<file path="config.mk">
export PLATFORM = sky130hd
export DESIGN_NAME = aarm_cordic_cell
export DESIGN_NICKNAME = d
export VERILOG_FILES = /design/src/hw/rtl/axis_angle_rotation_matrix_defines.svh /design/src/hw/rtl/aarm_pkg.sv /design/src/hw/rtl/aarm_cordic_cell.sv
export SDC_FILE = /design/constraint.sdc
export NUM_CORES = 1
export LEC_CHECK = 0
export ABC_AREA = 1
export BUFFER_PORTS_ARGS = -buffer_cell sky130_fd_sc_hd__buf_2
export CORE_MARGIN = 2
export CORE_UTILIZATION = 31
export CTS_BUF_LIST = sky130_fd_sc_hd__clkbuf_8
export CTS_CLUSTER_SIZE = 24
export DETAILED_ROUTE_END_ITERATION = 16
export PLACE_DENSITY_LB_ADDON = 0.15
export SETUP_SLACK_MARGIN = 0.1
export SLEW_MARGIN = 20
export SYNTH_ARGS = -nofsm -noshare
export SYNTH_HDL_FRONTEND = slang
export SYNTH_SLANG_ARGS = --single-unit
</file>
<file path="constraint.sdc">
create_clock -name clock -period 7.6 [get_ports clock]
set_input_delay 0 -clock clock [delete_from_list [all_inputs] [get_ports clock]]
set_output_delay 0 -clock clock [all_outputs]
set_load 0.005 [all_outputs]
</file>
<file path="src/hw/rtl/axis_angle_rotation_matrix_defines.svh">
// Assertion macros used by the rotation matrix RTL (aarm_matrix).
`ifndef AXIS_ANGLE_ROTATION_MATRIX_DEFINES_SVH
`define AXIS_ANGLE_ROTATION_MATRIX_DEFINES_SVH

// Same-cycle implication, checked outside reset.
`define AARM_ASSERT_NOW(label, clk, rst, ante, cons, msg) \
   label: assert property (@(posedge clk) disable iff (rst) (ante) |-> (cons)) \
      else $error(msg);

// Next-cycle implication, checked outside reset.
`define AARM_ASSERT_NEXT(label, clk, rst, ante, cons, msg) \
   label: assert property (@(posedge clk) disable iff (rst) (ante) |=> (cons)) \
      else $error(msg);

`endif

</file>
<file path="src/hw/rtl/aarm_pkg.sv">
// Types, constants and tables of the axis-angle rotation matrix block.
package aarm_pkg;

   localparam int CORDIC_STEPS = 30;
   localparam int SQRT_STEPS   = 32;
   localparam int DIV_STEPS    = 31;

   // Pipeline stage numbers (register outputs).
   localparam int SUM_ST     = 2;
   localparam int CORDIC_END = 1 + CORDIC_STEPS;
   localparam int SC_ST      = CORDIC_END + 1;
   localparam int SQRT_END   = SUM_ST + SQRT_STEPS;
   localparam int PREP_ST    = SQRT_END + 1;
   localparam int DIV_END    = PREP_ST + DIV_STEPS;

   localparam logic signed [35:0] PI_Q30      = 36'sd3373259426;
   localparam logic signed [35:0] TWO_PI_Q30  = 36'sd6746518853;
   localparam logic signed [35:0] HALF_PI_Q30 = 36'sd1686629713;
   localparam logic signed [33:0] CORDIC_GAIN = 34'sd652032874;
   localparam logic signed [31:0] ONE_Q30     = 32'sd1073741824;

   localparam logic [1:0] LAST_ROW = 2'd2;
   localparam logic [1:0] COL_T    = 2'd3;

   localparam logic [31:0] ATAN_TAB [CORDIC_STEPS] = '{
      32'h3243F6A8, 32'h1DAC6705, 32'h0FADBAFC, 32'h07F56EA6, 32'h03FEAB76, 32'h01FFD55B,
      32'h00FFFAAA, 32'h007FFF55, 32'h003FFFEA, 32'h001FFFFD, 32'h000FFFFF, 32'h0007FFFF,
      32'h0003FFFF, 32'h0001FFFF, 32'h0000FFFF, 32'h00007FFF, 32'h00003FFF, 32'h00001FFF,
      32'h00000FFF, 32'h000007FF, 32'h000003FF, 32'h000001FF, 32'h000000FF, 32'h0000007F,
      32'h0000003F, 32'h0000001F, 32'h0000000F, 32'h00000008, 32'h00000004, 32'h00000002
   };

   typedef struct packed {
      logic signed [31:0] angle;
      logic signed [31:0] axis_x;
      logic signed [31:0] axis_y;
      logic signed [31:0] axis_z;
      logic signed [31:0] center_x;
      logic signed [31:0] center_y;
      logic signed [31:0] center_z;
   } req_type;

   typedef struct packed {
      logic [1:0]         row;
      logic [1:0]         column;
      logic signed [47:0] entry_value;
      logic               bad_axis;
      logic               last;
   } rsp_type;

   typedef struct packed {
      logic signed [33:0] x;
      logic signed [33:0] y;
      logic signed [35:0] z;
      logic               neg;
   } cordic_type;

   typedef struct packed {
      logic [63:0] n;
      logic [35:0] rem;
      logic [31:0] res;
   } sqrt_type;

   typedef struct packed {
      logic [31:0]       s0;
      logic [2:0][31:0]  rem;
      logic [2:0][30:0]  lo;
      logic [2:0][30:0]  q;
   } div_type;

   typedef struct packed {
      logic              bad;
      logic [2:0]        neg;
      logic [2:0][31:0]  mag;
      logic [2:0][31:0]  p;
   } side_type;

   typedef struct packed {
      logic signed [31:0] sn;
      logic signed [31:0] cs;
   } sincos_type;

endpackage

</file>
<file path="src/hw/rtl/aarm_cordic_cell.sv">
// One CORDIC rotation step with its stage register.
module aarm_cordic_cell (
   input  logic                   clock,
   input  logic                   en,
   input  logic [4:0]             shift,
   input  logic [31:0]            atan_val,
   input  aarm_pkg::cordic_type   from_prev,
   output aarm_pkg::cordic_type   to_next
);

   aarm_pkg::cordic_type step_in, step_ff;
   logic signed [33:0] xs, ys;
   logic signed [35:0] av;

   always_comb begin
      xs = from_prev.x >>> shift;
      ys = from_prev.y >>> shift;
      av = $signed({4'b0000, atan_val});
      step_in = from_prev;
      if (!from_prev.z[35]) begin
         step_in.x = from_prev.x - ys;
         step_in.y = from_prev.y + xs;
         step_in.z = from_prev.z - av;
      end else begin
         step_in.x = from_prev.x + ys;
         step_in.y = from_prev.y - xs;
         step_in.z = from_prev.z + av;
      end
   end

   always_ff @(posedge clock) begin
      if (en) step_ff <= step_in;
   end

   assign to_next = step_ff;

endmodule

</file>
==> impl_metrics.ini <==
[sta]
tightest_slew_ps = 877
finalSetupTns_ps = 0
maxSlewViolCount = 0
rsz0062_at_grt = false
fin_crit_ps = 5210
finalSetupViolCount = 0
period_share_pct = 68.5
relSlewSlack_pct = 41.5
hold_violations = 0
fmax_mhz = 192

[route]
wirelength_um = 60200
via_per_inst = 5.12
vias = 16993
remaining_drc_errors = 0
first_iter_violations = 1322
wl_per_cell_um = 18.1
antenna_left = 0
firstDrtPassIters = 6

[setup_path]
crit_type = in -> reg
crit_required_ps = 7840
arrival_ps = 5450
start_kind = input pin
crit_start = shift[0]
critPathSlowestCell = buf_4
crit_fanout = 69
slowest_delay_ps = 570
cp-end-kind = flop

[synth]
synth-edff-count = 105
synth_seq_area_share_pct = 20.5
synthFlopType = edfxtp_1
synth_cells = 2454
yosys_warnings = 0
synth-seq-cells = 105
synth_nets = 2705
ys_async_sr_fraction_pct = 0
syn_area_mm2 = 0.0153
yosysUniqueCellTypes = 47
syn_avg_cell_area_um2 = 6.25

[global_route]
grt_antenna_before_repair = 1
grt_start_max_net_pins = 70
overflow = 0
grt_usage_pct = 23.1
grt_pass1_vias = 15896
grt_pass1_wl_um = 90900

[flow_run]
max_cap_violations = 0

[final_layout]
stdcell_count = 3320
fin_nets = 2899
largest_register_ffs = 105
final_cell_mix = 718 x nand2_1, 456 x nand3_1, 247 x buf_2
drive_gt1_share_pct = 13.2
layout_commonest_cell = nand2_1
syn_to_final_growth_pct = 13.2

[clock_network]
cts_tree = done
clock-sinks = 105
clock_path_buffers = 2
cts_buffers = 9
root_buffer = clkbuf_8
holdBufCountCts = 9
cts_resized = 0
htreeDepth = 3
clk_pin_slew_worst_paths_ps = 120
postCtsSetupBuffers = 0

[floorplan]
core-area_mm2 = 0.0488
die_w_um = 226
ios = 249
row_count = 81
die_area_mm2 = 0.0513
fp.dieH_um = 226
initial_core_util_pct = 31.4

[placement]
io_buffers = 248
globalplace.congestion = 0.934
dpl.cell_count = 3292
dp_hpwl_um = 48900

[run_status]
status = finished, final reports clean

[pwr]
power_leakage_uw = 0.00870
peakVddDrop_mv = 0.0773
powerDensity_mw_per_mm2 = 171

[worst_hold_path]
hp-class = in -> reg
hold_start = from_prev[34]
-- metal layers --
| layer | GRT usage, % | wire length (µm) |
|---|---|---|
| met3 | 2.76 | 3370 |
| met4 | 7.13 | 1700 |
| met5 | 0 | 8 |
| met2 | 35.5 | 26000 |
| met1 | 33.4 | 29100 |
-- cell usage after synthesis, drive strengths merged, types with 2 or more instances --
library cell    n  share of area [%]
xor2          123                7.0
nand4          19               0.77
a21oi         115                3.8
clkbuf         21               0.51
nor2          207                5.7
nand3b          6               0.29
nor3           16               0.55
o211ai          4               0.20
buf            65                2.3
a21boi         14               0.68
fa              3               0.39
nor3b           2              0.098
o31ai           5               0.24
nor4            2              0.082
ha            104                8.5
inv           247                6.1
a21o           13               0.64
o221a           2               0.15
xnor2          47                2.7
a211oi          2              0.098
nand2         739                 19
o21bai          3               0.15
nand3         465                 15
edfxtp        105                 21
o21a            4               0.20
a31oi          37                1.5
o21ai          79                2.7
-- area by class of cell --
class	count	area, µm²
multi-input cells	2015	10800
diodes	3	7.51
fillers	5564	31500
clock inverters	7	68.8
inverters	248	936
repair buffers	269	1420
well taps	664	831
clock buffers	9	124
flip-flops and latches	105	3150
-- through the flow --
step / area [µm²] / utilization [%] / setup slack, ps / hold WS, ps / total power, µW
final: 17400 / 35.6 / 2390 / 55.7 / 2980
after detailed placement: 17100 / 35.0 / 1910 / 181 / 2570
after CTS: 17400 / 35.6 / 2430 / 6.73 / 3010
after floorplan: 15300 / - / 3990 / 98.9 / 2000
after global placement: 17100 / 35.0 / 1700 / 177 / 2580
after global routing: 17400 / 35.6 / 1900 / 59.4 / 3230
-- final timing paths --
| check | to | slack (ps) | depth (start not counted) |
|---|---|---|---|
| setup / recovery | to_next[104] | 2390 | 32 |
| hold / removal | to_next[34] | 60 | 3 |
-- cells by family after synthesis --
| kind of cell | share of synthesized area, % |
|---|---|
| AO/OA/AOI/OAI | 10.4 |
| XOR/XNOR | 9.70 |
| adder cells (fa/ha/maj) | 8.87 |
| buffers and inverters | 8.86 |
| flip-flops | 20.5 |
| AND/OR/NAND/NOR | 41.6 |
-- worst max-delay path: cells and delay by family --
| family | cells | cell delay (ps) |
|---|---|---|
| and+or+nand+nor | 15 | 1970 |
| xor gates and xnor gates | 1 | 220 |
| AOI/OAI and AO/OA | 6 | 1140 |
| buffers and inverters | 8 | 1510 |
| adders and majority gates | 2 | 560 |
-- report_power, final --
part | total, µW | switching (µW) | internal [µW] | leakage, µW
combinational | 1680 | 1070 | 604 | 0.00757
sequential | 892 | 39.6 | 852 | 0.00103
clock | 406 | 254 | 153 | 0.000103
total | 2980 | 1370 | 1610 | 0.00870
Power figures use the tool's default switching activity.
