[src/hw/rtl/axis_angle_rotation_matrix_defines.svh]
// Assertion macros used by the rotation matrix RTL (aarm_matrix).
`ifndef AXIS_ANGLE_ROTATION_MATRIX_DEFINES_SVH
`define AXIS_ANGLE_ROTATION_MATRIX_DEFINES_SVH

// Same-cycle implication, checked outside reset.
`define AARM_ASSERT_NOW(label, clk, rst, ante, cons, msg) \
   label: assert property (@(posedge clk) disable iff (rst) (ante) |-> (cons)) \
      else $error(msg);

// Next-cycle implication, checked outside reset.
`define AARM_ASSERT_NEXT(label, clk, rst, ante, cons, msg) \
   label: assert property (@(posedge clk) disable iff (rst) (ante) |=> (cons)) \
      else $error(msg);

`endif

[src/hw/rtl/aarm_pkg.sv]
// Types, constants and tables of the axis-angle rotation matrix block.
package aarm_pkg;

   localparam int CORDIC_STEPS = 30;
   localparam int SQRT_STEPS   = 32;
   localparam int DIV_STEPS    = 31;

   // Pipeline stage numbers (register outputs).
   localparam int SUM_ST     = 2;
   localparam int CORDIC_END = 1 + CORDIC_STEPS;
   localparam int SC_ST      = CORDIC_END + 1;
   localparam int SQRT_END   = SUM_ST + SQRT_STEPS;
   localparam int PREP_ST    = SQRT_END + 1;
   localparam int DIV_END    = PREP_ST + DIV_STEPS;

   localparam logic signed [35:0] PI_Q30      = 36'sd3373259426;
   localparam logic signed [35:0] TWO_PI_Q30  = 36'sd6746518853;
   localparam logic signed [35:0] HALF_PI_Q30 = 36'sd1686629713;
   localparam logic signed [33:0] CORDIC_GAIN = 34'sd652032874;
   localparam logic signed [31:0] ONE_Q30     = 32'sd1073741824;

   localparam logic [1:0] LAST_ROW = 2'd2;
   localparam logic [1:0] COL_T    = 2'd3;

   localparam logic [31:0] ATAN_TAB [CORDIC_STEPS] = '{
      32'h3243F6A8, 32'h1DAC6705, 32'h0FADBAFC, 32'h07F56EA6, 32'h03FEAB76, 32'h01FFD55B,
      32'h00FFFAAA, 32'h007FFF55, 32'h003FFFEA, 32'h001FFFFD, 32'h000FFFFF, 32'h0007FFFF,
      32'h0003FFFF, 32'h0001FFFF, 32'h0000FFFF, 32'h00007FFF, 32'h00003FFF, 32'h00001FFF,
      32'h00000FFF, 32'h000007FF, 32'h000003FF, 32'h000001FF, 32'h000000FF, 32'h0000007F,
      32'h0000003F, 32'h0000001F, 32'h0000000F, 32'h00000008, 32'h00000004, 32'h00000002
   };

   typedef struct packed {
      logic signed [31:0] angle;
      logic signed [31:0] axis_x;
      logic signed [31:0] axis_y;
      logic signed [31:0] axis_z;
      logic signed [31:0] center_x;
      logic signed [31:0] center_y;
      logic signed [31:0] center_z;
   } req_type;

   typedef struct packed {
      logic [1:0]         row;
      logic [1:0]         column;
      logic signed [47:0] entry_value;
      logic               bad_axis;
      logic               last;
   } rsp_type;

   typedef struct packed {
      logic signed [33:0] x;
      logic signed [33:0] y;
      logic signed [35:0] z;
      logic               neg;
   } cordic_type;

   typedef struct packed {
      logic [63:0] n;
      logic [35:0] rem;
      logic [31:0] res;
   } sqrt_type;

   typedef struct packed {
      logic [31:0]       s0;
      logic [2:0][31:0]  rem;
      logic [2:0][30:0]  lo;
      logic [2:0][30:0]  q;
   } div_type;

   typedef struct packed {
      logic              bad;
      logic [2:0]        neg;
      logic [2:0][31:0]  mag;
      logic [2:0][31:0]  p;
   } side_type;

   typedef struct packed {
      logic signed [31:0] sn;
      logic signed [31:0] cs;
   } sincos_type;

endpackage

[src/hw/rtl/aarm_div_cell.sv]
// One quotient bit of the three axis divisions with its stage register.
module aarm_div_cell (
   input  logic                clock,
   input  logic                en,
   input  aarm_pkg::div_type   from_prev,
   output aarm_pkg::div_type   to_next
);

   aarm_pkg::div_type step_in, step_ff;
   logic [2:0][32:0] r2;

   always_comb begin
      step_in.s0 = from_prev.s0;
      for (int i = 0; i < 3; i++) begin
         r2[i] = {from_prev.rem[i], from_prev.lo[i][30]};
         step_in.lo[i] = {from_prev.lo[i][29:0], 1'b0};
         if (r2[i] >= {1'b0, from_prev.s0}) begin
            step_in.rem[i] = 32'(r2[i] - {1'b0, from_prev.s0});
            step_in.q[i]   = {from_prev.q[i][29:0], 1'b1};
         end else begin
            step_in.rem[i] = r2[i][31:0];
            step_in.q[i]   = {from_prev.q[i][29:0], 1'b0};
         end
      end
   end

   always_ff @(posedge clock) begin
      if (en) step_ff <= step_in;
   end

   assign to_next = step_ff;

endmodule

[config.mk]
export PLATFORM = sky130hd
export DESIGN_NAME = aarm_div_cell
export DESIGN_NICKNAME = d
export VERILOG_FILES = /design/src/hw/rtl/axis_angle_rotation_matrix_defines.svh /design/src/hw/rtl/aarm_pkg.sv /design/src/hw/rtl/aarm_div_cell.sv
export SDC_FILE = /design/constraint.sdc
export NUM_CORES = 1
export LEC_CHECK = 0
export ABC_AREA = 0
export BUFFER_PORTS_ARGS = -buffer_cell sky130_fd_sc_hd__buf_2
export CAP_MARGIN = 20
export CORE_AREA = 5 5 241 243
export DETAILED_ROUTE_END_ITERATION = 16
export DIE_AREA = 0 0 246 248
export PLACE_DENSITY_LB_ADDON = 0.2
export SYNTH_ARGS = -nofsm -noshare
export SYNTH_HDL_FRONTEND = slang
export SYNTH_SLANG_ARGS = --single-unit
[constraint.sdc]
create_clock -name clock -period 8.4 [get_ports clock]
set_clock_uncertainty 0.1 [all_clocks]
set_input_delay 1.68 -clock clock [delete_from_list [all_inputs] [get_ports clock]]
set_output_delay 1.68 -clock clock [all_outputs]
set_load 0.005 [all_outputs]
==> metrics.md <==
| Metric | Value |
|---|---|
| Outcome | `complete, no violations` |
| Final Hold Viols | `0` |
| Slew @ Worst Pin | `1.10 ns` |
| Met1 Use GR | `21.4%` |
| EDFF count, synth | `311` |
| First-pass DRT Iterations | `4` |
| Hold buffer count at cts | `0` |
| Die H | `248 um` |
| Initial antenna violation count | `28` |
| Boundary pin count | `630` |
| CP Capture Type | `flop` |
| Sw Ratio | `27.8%` |
| Worst-path maximum fanout | `36` |
| Critical path class | `input port to flop` |
| Nets | `2321` |
| Number of synthesized register bits | `311` |
| Final cycle utilization of the critical path | `61.4%` |
| Top post-synthesis cells by area | `edfxtp_1 60%, ha_1 7.7%, a21oi_1 3.3%` |
| Top-area cell type share of the netlist area | `59.5%` |
| DR DRC count | `0` |
| Quantity of gates resized following cts | `0` |
| Sequential Power Share | `42.5%` |
| Most used routing layer | `met2` |
| DR vias | `12800` |
| Synth warnings | `0` |
| Post-synth top flop | `edfxtp_1` |
| Synth-to-Final Area Change | `33.1%` |
| Leak | `8.96 nW` |
| Number of global-route vias before repair | `13000` |
| Clock Pin Slew Worst Setup and Hold Paths | `0.06 ns` |
| Cells after Synth | `1283` |
| Clk sinks | `311` |
| Fin. max-slew vios | `0` |
| Netlist cell types | `75` |
| Dpl hpwl | `52800 um` |
| Starting Density | `28.2%` |
| CTS tree | `yes` |
| Routed wire length | `64400 um` |
| Die Span X | `246 um` |
| Relative slew slack | `26.5%` |
| Port Buf Inserts | `623` |
| RSZ-0062 raised after global routing | `false` |
| Final ANT Viol Nets | `0` |
| Combinational Power Share | `20.1%` |
| Highest ir drop seen on vdd | `0.137 mV` |
| Largest net degree at the start of global routing | `121` |
| Root Driver | `clkbuf_16` |
| Layout cells sized above 1 | `36.9%` |
| Synthesized area | `15700 sq um` |
| Max Buffers Root-to-Sink | `3` |
| Die ar. | `61000 sq um` |
| Setup TNS | `0 ns` |
| Commonest non-fill, non-tap cell in the layout | `buf_2` |
| Global route total overflow | `0` |
| GRT met2 Usage | `36.4%` |
| Int Pwr | `3.31 mW` |
| Initial DRC Count | `738` |
| Sequential-to-total area share from yosys stat | `59.5%` |
| Max_cap viols | `0` |
| # Post-CTS Setup Buffers | `0` |
| Sw power | `1.27 mW` |
| Clk pwr share | `37.4%` |
| Htree depth | `2` |
| First-pass GRT wire length | `88400 um` |
| Vias per cell | `4.74` |
| F_max | `0.194 GHz` |
| Class of the worst hold path | `input port to flop` |
| Synth Area per Inst | `12.2 sq um` |
| # setup viols final | `0` |
| Core area | `55700 sq um` |
| Synth async-reset ratio | `0%` |
| Power density cells | `220 nW/um^2` |
| Flip-flop count of the largest register after layout | `311` |
| Yosys top cell by area | `edfxtp_1` |
| CP required | `8.60 ns` |
| Placed inst area | `19600 sq um` |
| GP Congestion | `0.897` |
| Total track usage | `19.8%` |
| Worst Setup Start Kind | `input port` |
| Filler cell count | `5586` |
| Inserted Clock Buffers | `39` |
| Met3 track utilization from global routing | `5.90%` |
| Most frequent cells in the layout | `622 x buf_2, 311 x edfxtp_1, 127 x nand2_1` |
| Critical path arrival | `5.36 ns` |
| Design Area, Final | `20900 sq um` |
| Num rows | `87` |
| Wire per inst | `23.9 um` |
| Fin crit period | `5.16 ns` |
## metrics by stage
step           cells  hold slack [ns]  util (%)  worst slack, ns  power [mW]
6_report        2697             1.20      37.5             3.24        4.59
3_5_place_dp    2621             1.76      35.1             2.62        2.91
4_1_cts         2689             1.16      37.5             3.21        4.67
2_1_floorplan   1285             1.68         -             3.98        2.45
5_1_grt         2692             1.17      37.5             2.98        4.82
3_3_place_gp    2621             1.76      35.1             2.66        2.91
## area by class of cell
| type | instances | area (sq um) | share of cell area [%] |
|---|---|---|---|
| Antenna cell | 8 | 20.0 | 0.0958 |
| Clock buffer | 45 | 1020 | 4.88 |
| Clock inverter | 23 | 273 | 1.31 |
| Inverter | 61 | 229 | 1.10 |
| Multi-Input combinational cell | 865 | 5890 | 28.2 |
| Sequential cell | 311 | 9340 | 44.7 |
| Tap cell | 756 | 946 | 4.53 |
| Timing Repair Buffer | 628 | 3180 | 15.2 |
## critical path, stage by stage
cell       delay, ns
buf_2           0.20
inv_1           0.16
ha_1            0.32
nor2b_1         0.15
o31a_1          0.27
o22ai_1         0.40
o311a_4         0.30
a2bb2oi_2       0.31
o41ai_2         0.12
nand2_1         0.54
buf_4           0.46
inv_2           0.13
mux2_2          0.29
## power by group through the flow
stage          Clock [mW]  Sequential, mW  Combinational, mW
2_1_floorplan           0            2.01              0.443
3_3_place_gp            0            1.98              0.931
3_5_place_dp            0            1.98              0.933
4_1_cts              1.78            1.95              0.938
5_1_grt              1.84            1.97               1.01
6_report             1.72            1.95              0.922
## worst paths after layout
path	cells after the start	to	start
setup / recovery	13	to_next[261]	from_prev[283]
hold / removal	1	to_next[60]	from_prev[59]
## cells by family (layout without fill, tap and decap cells)
logic type / after synthesis / after routing / synth area share, %
AO/OA/AOI/OAI: 364 / 364 / 15.0
flip-flops: 311 / 311 / 59.5
AND/OR/NAND/NOR: 303 / 303 / 8.81
buffers and inverters: 109 / 757 / 3.07
adder cells (fa/ha/maj): 99 / 99 / 8.04
XOR/XNOR: 81 / 81 / 4.52
multiplexers: 15 / 15 / 1.07
other: 1 / 11 / 0.0239
## synthesized netlist by cell type (16+ instances only)
master,count
a31oi_1,19
edfxtp_1,311
xnor2_1,49
o21ai_0,93
a21oi_1,105
nand4_1,20
nand3_1,25
inv_1,60
o21bai_1,16
xor2_1,32
nand2_1,127
ha_1,96
clkbuf_1,25
a21o_1,35
nor2_1,66
## metal layers
| metal | vias to the layer above | part of all wire (%) |
|---|---|---|
| met5 | - | 0.27 |
| li1 | 6092 | - |
| met3 | 118 | 7.2 |
| met2 | 414 | 52 |
| met4 | 28 | 4.2 |
| met1 | 6136 | 37 |
Note: power is estimated with default switching activity, not from simulation.
