File: config.mk
export PLATFORM = sky130hd
export DESIGN_NAME = aarm_sqrt_cell
export DESIGN_NICKNAME = d
export VERILOG_FILES = /design/src/hw/rtl/axis_angle_rotation_matrix_defines.svh /design/src/hw/rtl/aarm_pkg.sv /design/src/hw/rtl/aarm_sqrt_cell.sv
export SDC_FILE = /design/constraint.sdc
export NUM_CORES = 1
export LEC_CHECK = 0
export BUFFER_PORTS_ARGS = -buffer_cell sky130_fd_sc_hd__clkbuf_2
export CORE_ASPECT_RATIO = 0.7
export CORE_MARGIN = 5
export CORE_UTILIZATION = 50
export DETAILED_ROUTE_END_ITERATION = 7
export PLACE_DENSITY = 0.92
export SETUP_SLACK_MARGIN = 0.1
export SYNTH_ARGS = -nofsm -noshare
export SYNTH_HDL_FRONTEND = slang
export SYNTH_SLANG_ARGS = --single-unit
File: constraint.sdc
create_clock -name clock -period 5.2 [get_ports clock]
set_input_delay 0.52 -clock clock [delete_from_list [all_inputs] [get_ports clock]]
set_output_delay 0.52 -clock clock [all_outputs]
set_load 0.01 [all_outputs]
File: src/hw/rtl/axis_angle_rotation_matrix_defines.svh
// Assertion macros used by the rotation matrix RTL (aarm_matrix).
`ifndef AXIS_ANGLE_ROTATION_MATRIX_DEFINES_SVH
`define AXIS_ANGLE_ROTATION_MATRIX_DEFINES_SVH

// Same-cycle implication, checked outside reset.
`define AARM_ASSERT_NOW(label, clk, rst, ante, cons, msg) \
   label: assert property (@(posedge clk) disable iff (rst) (ante) |-> (cons)) \
      else $error(msg);

// Next-cycle implication, checked outside reset.
`define AARM_ASSERT_NEXT(label, clk, rst, ante, cons, msg) \
   label: assert property (@(posedge clk) disable iff (rst) (ante) |=> (cons)) \
      else $error(msg);

`endif

File: src/hw/rtl/aarm_pkg.sv
// Types, constants and tables of the axis-angle rotation matrix block.
package aarm_pkg;

   localparam int CORDIC_STEPS = 30;
   localparam int SQRT_STEPS   = 32;
   localparam int DIV_STEPS    = 31;

   // Pipeline stage numbers (register outputs).
   localparam int SUM_ST     = 2;
   localparam int CORDIC_END = 1 + CORDIC_STEPS;
   localparam int SC_ST      = CORDIC_END + 1;
   localparam int SQRT_END   = SUM_ST + SQRT_STEPS;
   localparam int PREP_ST    = SQRT_END + 1;
   localparam int DIV_END    = PREP_ST + DIV_STEPS;

   localparam logic signed [35:0] PI_Q30      = 36'sd3373259426;
   localparam logic signed [35:0] TWO_PI_Q30  = 36'sd6746518853;
   localparam logic signed [35:0] HALF_PI_Q30 = 36'sd1686629713;
   localparam logic signed [33:0] CORDIC_GAIN = 34'sd652032874;
   localparam logic signed [31:0] ONE_Q30     = 32'sd1073741824;

   localparam logic [1:0] LAST_ROW = 2'd2;
   localparam logic [1:0] COL_T    = 2'd3;

   localparam logic [31:0] ATAN_TAB [CORDIC_STEPS] = '{
      32'h3243F6A8, 32'h1DAC6705, 32'h0FADBAFC, 32'h07F56EA6, 32'h03FEAB76, 32'h01FFD55B,
      32'h00FFFAAA, 32'h007FFF55, 32'h003FFFEA, 32'h001FFFFD, 32'h000FFFFF, 32'h0007FFFF,
      32'h0003FFFF, 32'h0001FFFF, 32'h0000FFFF, 32'h00007FFF, 32'h00003FFF, 32'h00001FFF,
      32'h00000FFF, 32'h000007FF, 32'h000003FF, 32'h000001FF, 32'h000000FF, 32'h0000007F,
      32'h0000003F, 32'h0000001F, 32'h0000000F, 32'h00000008, 32'h00000004, 32'h00000002
   };

   typedef struct packed {
      logic signed [31:0] angle;
      logic signed [31:0] axis_x;
      logic signed [31:0] axis_y;
      logic signed [31:0] axis_z;
      logic signed [31:0] center_x;
      logic signed [31:0] center_y;
      logic signed [31:0] center_z;
   } req_type;

   typedef struct packed {
      logic [1:0]         row;
      logic [1:0]         column;
      logic signed [47:0] entry_value;
      logic               bad_axis;
      logic               last;
   } rsp_type;

   typedef struct packed {
      logic signed [33:0] x;
      logic signed [33:0] y;
      logic signed [35:0] z;
      logic               neg;
   } cordic_type;

   typedef struct packed {
      logic [63:0] n;
      logic [35:0] rem;
      logic [31:0] res;
   } sqrt_type;

   typedef struct packed {
      logic [31:0]       s0;
      logic [2:0][31:0]  rem;
      logic [2:0][30:0]  lo;
      logic [2:0][30:0]  q;
   } div_type;

   typedef struct packed {
      logic              bad;
      logic [2:0]        neg;
      logic [2:0][31:0]  mag;
      logic [2:0][31:0]  p;
   } side_type;

   typedef struct packed {
      logic signed [31:0] sn;
      logic signed [31:0] cs;
   } sincos_type;

endpackage

File: src/hw/rtl/aarm_sqrt_cell.sv
// One result bit of the integer square root with its stage register.
module aarm_sqrt_cell (
   input  logic                 clock,
   input  logic                 en,
   input  aarm_pkg::sqrt_type   from_prev,
   output aarm_pkg::sqrt_type   to_next
);

   aarm_pkg::sqrt_type step_in, step_ff;
   logic [35:0] rem2, trial;

   always_comb begin
      rem2  = {from_prev.rem[33:0], from_prev.n[63:62]};
      trial = {2'b00, from_prev.res, 2'b01};
      step_in.n = {from_prev.n[61:0], 2'b00};
      if (rem2 >= trial) begin
         step_in.rem = rem2 - trial;
         step_in.res = {from_prev.res[30:0], 1'b1};
      end else begin
         step_in.rem = rem2;
         step_in.res = {from_prev.res[30:0], 1'b0};
      end
   end

   always_ff @(posedge clock) begin
      if (en) step_ff <= step_in;
   end

   assign to_next = step_ff;

endmodule

==> results.yml <==
clock_network:
  clock_sinks: 130
  cts-htree-levels: 4
  post_cts_buffers: 0
  cts_repair_resize_count: 0
  tritoncts: "yes"
  clock_tree.buffer_depth: 2
  postCtsHoldBufs: 0
  clk_pin_slew_worst_paths_ps: 60
  cts_inserted_buffers: 17
  clock_tree.root_cell: "sky130_fd_sc_hd__clkbuf_16"
detailed_routing:
  routed_wire_length_per_instance_um: 18.3
  routed-via-count: 5148
  drt-pass1-iter-count: 5
  wl_um: 17800
  antenna_violating_nets_post_route: 0
  vias_per_cell: 5.32
  wl_met1_um: 6960
  drc: 0
  met2_wire_length_um: 8840
  highest_metal_layer_with_signal_wires: "met4"
  met3_wirelength_um: 1700
  drt_first_iter_violations: 361
synth:
  cell_with_the_most_instances_after_synthesis: "sky130_fd_sc_hd__edfxtp_1"
  netlist_instances: 529
  post-synth-top-area-fraction_pct: 59.2
  post_synth_num_cell_types: 65
  postSynthRegisterBits: 130
  synth_enable_flop_cells: 130
  synth_commonest_cells: "sky130_fd_sc_hd__edfxtp_1, sky130_fd_sc_hd__a21oi_1, sky130_fd_sc_hd__nor2_1"
  post_synthesis_sequential_area_ratio_pct: 59.2
  synth_area_leaders: "sky130_fd_sc_hd__edfxtp_1, sky130_fd_sc_hd__ha_1, sky130_fd_sc_hd__a21oi_1"
  async_set_or_reset_register_ratio_after_synthesis_pct: 0
  syn-mean-instance-area_um2: 12.5
  synth_largest_area_cell: "sky130_fd_sc_hd__edfxtp_1"
  synthesis_warnings: 0
  synth_ff_type: "sky130_fd_sc_hd__edfxtp_1"
  syn_area_um2: 6590
timing:
  tightest_slew_ps: 929
  worst_slew_margin_rel_pct: 38.1
  hold_viol_final: 0
  fmax_mhz: 305
  maxSlewViolCount: 0
  period_needed_ps: 3280
  holdWs_ps: 285
  endpoints_failing_setup: 0
  unrepaired_setup_endpoints_after_global_routing: "no"
  min_period_over_period_pct: 63.1
  final.setup.tns_ps: 0
worst_setup_path:
  crit_arrival_ps: 3430
  cp_data_required_time_ps: 5350
  critical_path.startpoint_type: "input port"
  worstSetupEndpointType: "register"
  crit_fanout: 41
  criticalPathCategory: "input port to register"
place:
  detailed_place_hpwl_um: 13900
  placer_congestion: 0.913
  port_buffers: 261
power:
  power.sequential.fraction_pct: 42.6
  power.switching_fraction_pct: 28.2
  peakVddDrop_uv: 224
  p_switching_mw: 0.873
  share_of_total_power_in_the_clock_network_pct: 37.5
  total_leakage_power_nw: 3.83
  p_int_mw: 2.22
  power_density_nw_per_um2: 361
  comb_power_share_pct: 19.9
global_routing:
  wire_length_of_the_first_global_routing_pass_um: 27000
  gr-usage-all-layers_pct: 22.3
  largest_net_degree_at_the_start_of_global_routing: 74
  first_global_vias: 5011
  grt.overflow.total: 0
  grt_antenna_before_repair: 0
worst_hold_path:
  worstHoldPathType: "input port to register"
  hold_path_startpoint: "from_prev[109]"
  timing.hold.worst_path_depth: 1
  whs_endpoint: "to_next[111]$_DFFE_PP_"
finish:
  utilization_pct: 65.7
  largest_register_ff_count: 130
  antennaDiodeCount: 0
  drive_above_1_share_pct: 41.3
  num-nets-final: 957
  area_delta_synth_final_pct: 30.1
outcome:
  status: "complete, no violations"
floorplanning:
  chipWidth_um: 147
  initial_core_util_pct: 50.5
  io_pins: 266
  die_area_um2: 15600
  placementRows: 35
  coreArea_um2: 13100
  floorplan.die.height_um: 106
job:
  maxCapViolCount: 0
worst max path at each step:
stage | startpoint | to | slack, ps
floorplan | from_prev[18] | to_next[40]$_DFFE_PP_ | 2500
global placement | from_prev[24] | to_next[36]$_DFFE_PP_ | 1560
detailed placement | from_prev[24] | to_next[36]$_DFFE_PP_ | 1490
CTS | from_prev[24] | to_next[36]$_DFFE_PP_ | 1930
global route | from_prev[24] | to_next[36]$_DFFE_PP_ | 1760
finish | from_prev[24] | to_next[36]$_DFFE_PP_ | 1920
power by group through the flow:
stage	sequential (mW)	clock, mW	combinational, mW
2_1_floorplan	1.40	0	0.305
3_3_place_gp	1.33	0	0.598
3_5_place_dp	1.34	0	0.614
4_1_cts	1.32	1.18	0.617
5_1_grt	1.33	1.24	0.669
6_report	1.32	1.16	0.615
layout by cell type (no fill, tap or decap), types with 17 or more instances in the layout:
cell type and count:
sky130_fd_sc_hd__ha_1 34, sky130_fd_sc_hd__inv_1 39, sky130_fd_sc_hd__edfxtp_1 130, sky130_fd_sc_hd__o21ai_0 22, sky130_fd_sc_hd__xnor2_1 18, sky130_fd_sc_hd__nor2_1 40
sky130_fd_sc_hd__nand2_1 31, sky130_fd_sc_hd__a21oi_1 50, sky130_fd_sc_hd__clkbuf_16 17, sky130_fd_sc_hd__clkbuf_2 260
through the flow:
| stage | instances | power [mW] | worst slack, ps | cell area [um^2] |
|---|---|---|---|---|
| finish | 968 | 3.09 | 1920 | 8580 |
| global placement | 936 | 1.93 | 1560 | 8010 |
| global route | 968 | 3.24 | 1760 | 8580 |
| floorplan | 530 | 1.70 | 2500 | 6600 |
| CTS | 968 | 3.12 | 1930 | 8580 |
| detailed placement | 936 | 1.95 | 1490 | 8010 |
worst max-delay path, stage by stage:
cell and delay (ps):
sky130_fd_sc_hd__clkbuf_2 100, sky130_fd_sc_hd__inv_1 50, sky130_fd_sc_hd__ha_1 480, sky130_fd_sc_hd__nand4_1 240
sky130_fd_sc_hd__nor4_4 400, sky130_fd_sc_hd__o21ai_1 180, sky130_fd_sc_hd__and2_4 200, sky130_fd_sc_hd__a21oi_4 550
sky130_fd_sc_hd__buf_12 310, sky130_fd_sc_hd__mux2_2 360
layout make-up:
cell class	instances	area, um^2
flip-flops and latches	130	3900
clock inverters	14	141
inverters	39	146
multi-input cells	338	2410
well taps	166	208
clock buffers	18	429
fillers	995	4470
repair buffers	263	1340
metal layers:
| layer | track usage (%) | up-vias |
|---|---|---|
| met5 | 0 | - |
| met4 | 6.18 | 0 |
| met3 | 8.56 | 20 |
| met2 | 37.8 | 219 |
| met1 | 26.7 | 2428 |
| li1 | - | 2481 |
kinds of logic (layout without fill, tap and decap cells):
family          Yosys count  in the layout  synth area share [%]
compound gates          133            133                  13.4
mux                      10             10                  2.11
fa+ha+maj                34             34                  6.45
simple gates            126            126                  10.0
buf+inv                  62            334                  4.31
other cells               1              2                0.0569
xor+xnor                 33             33                  4.50
flops                   130            130                  59.2
Note: power is estimated with default switching activity, not from simulation.
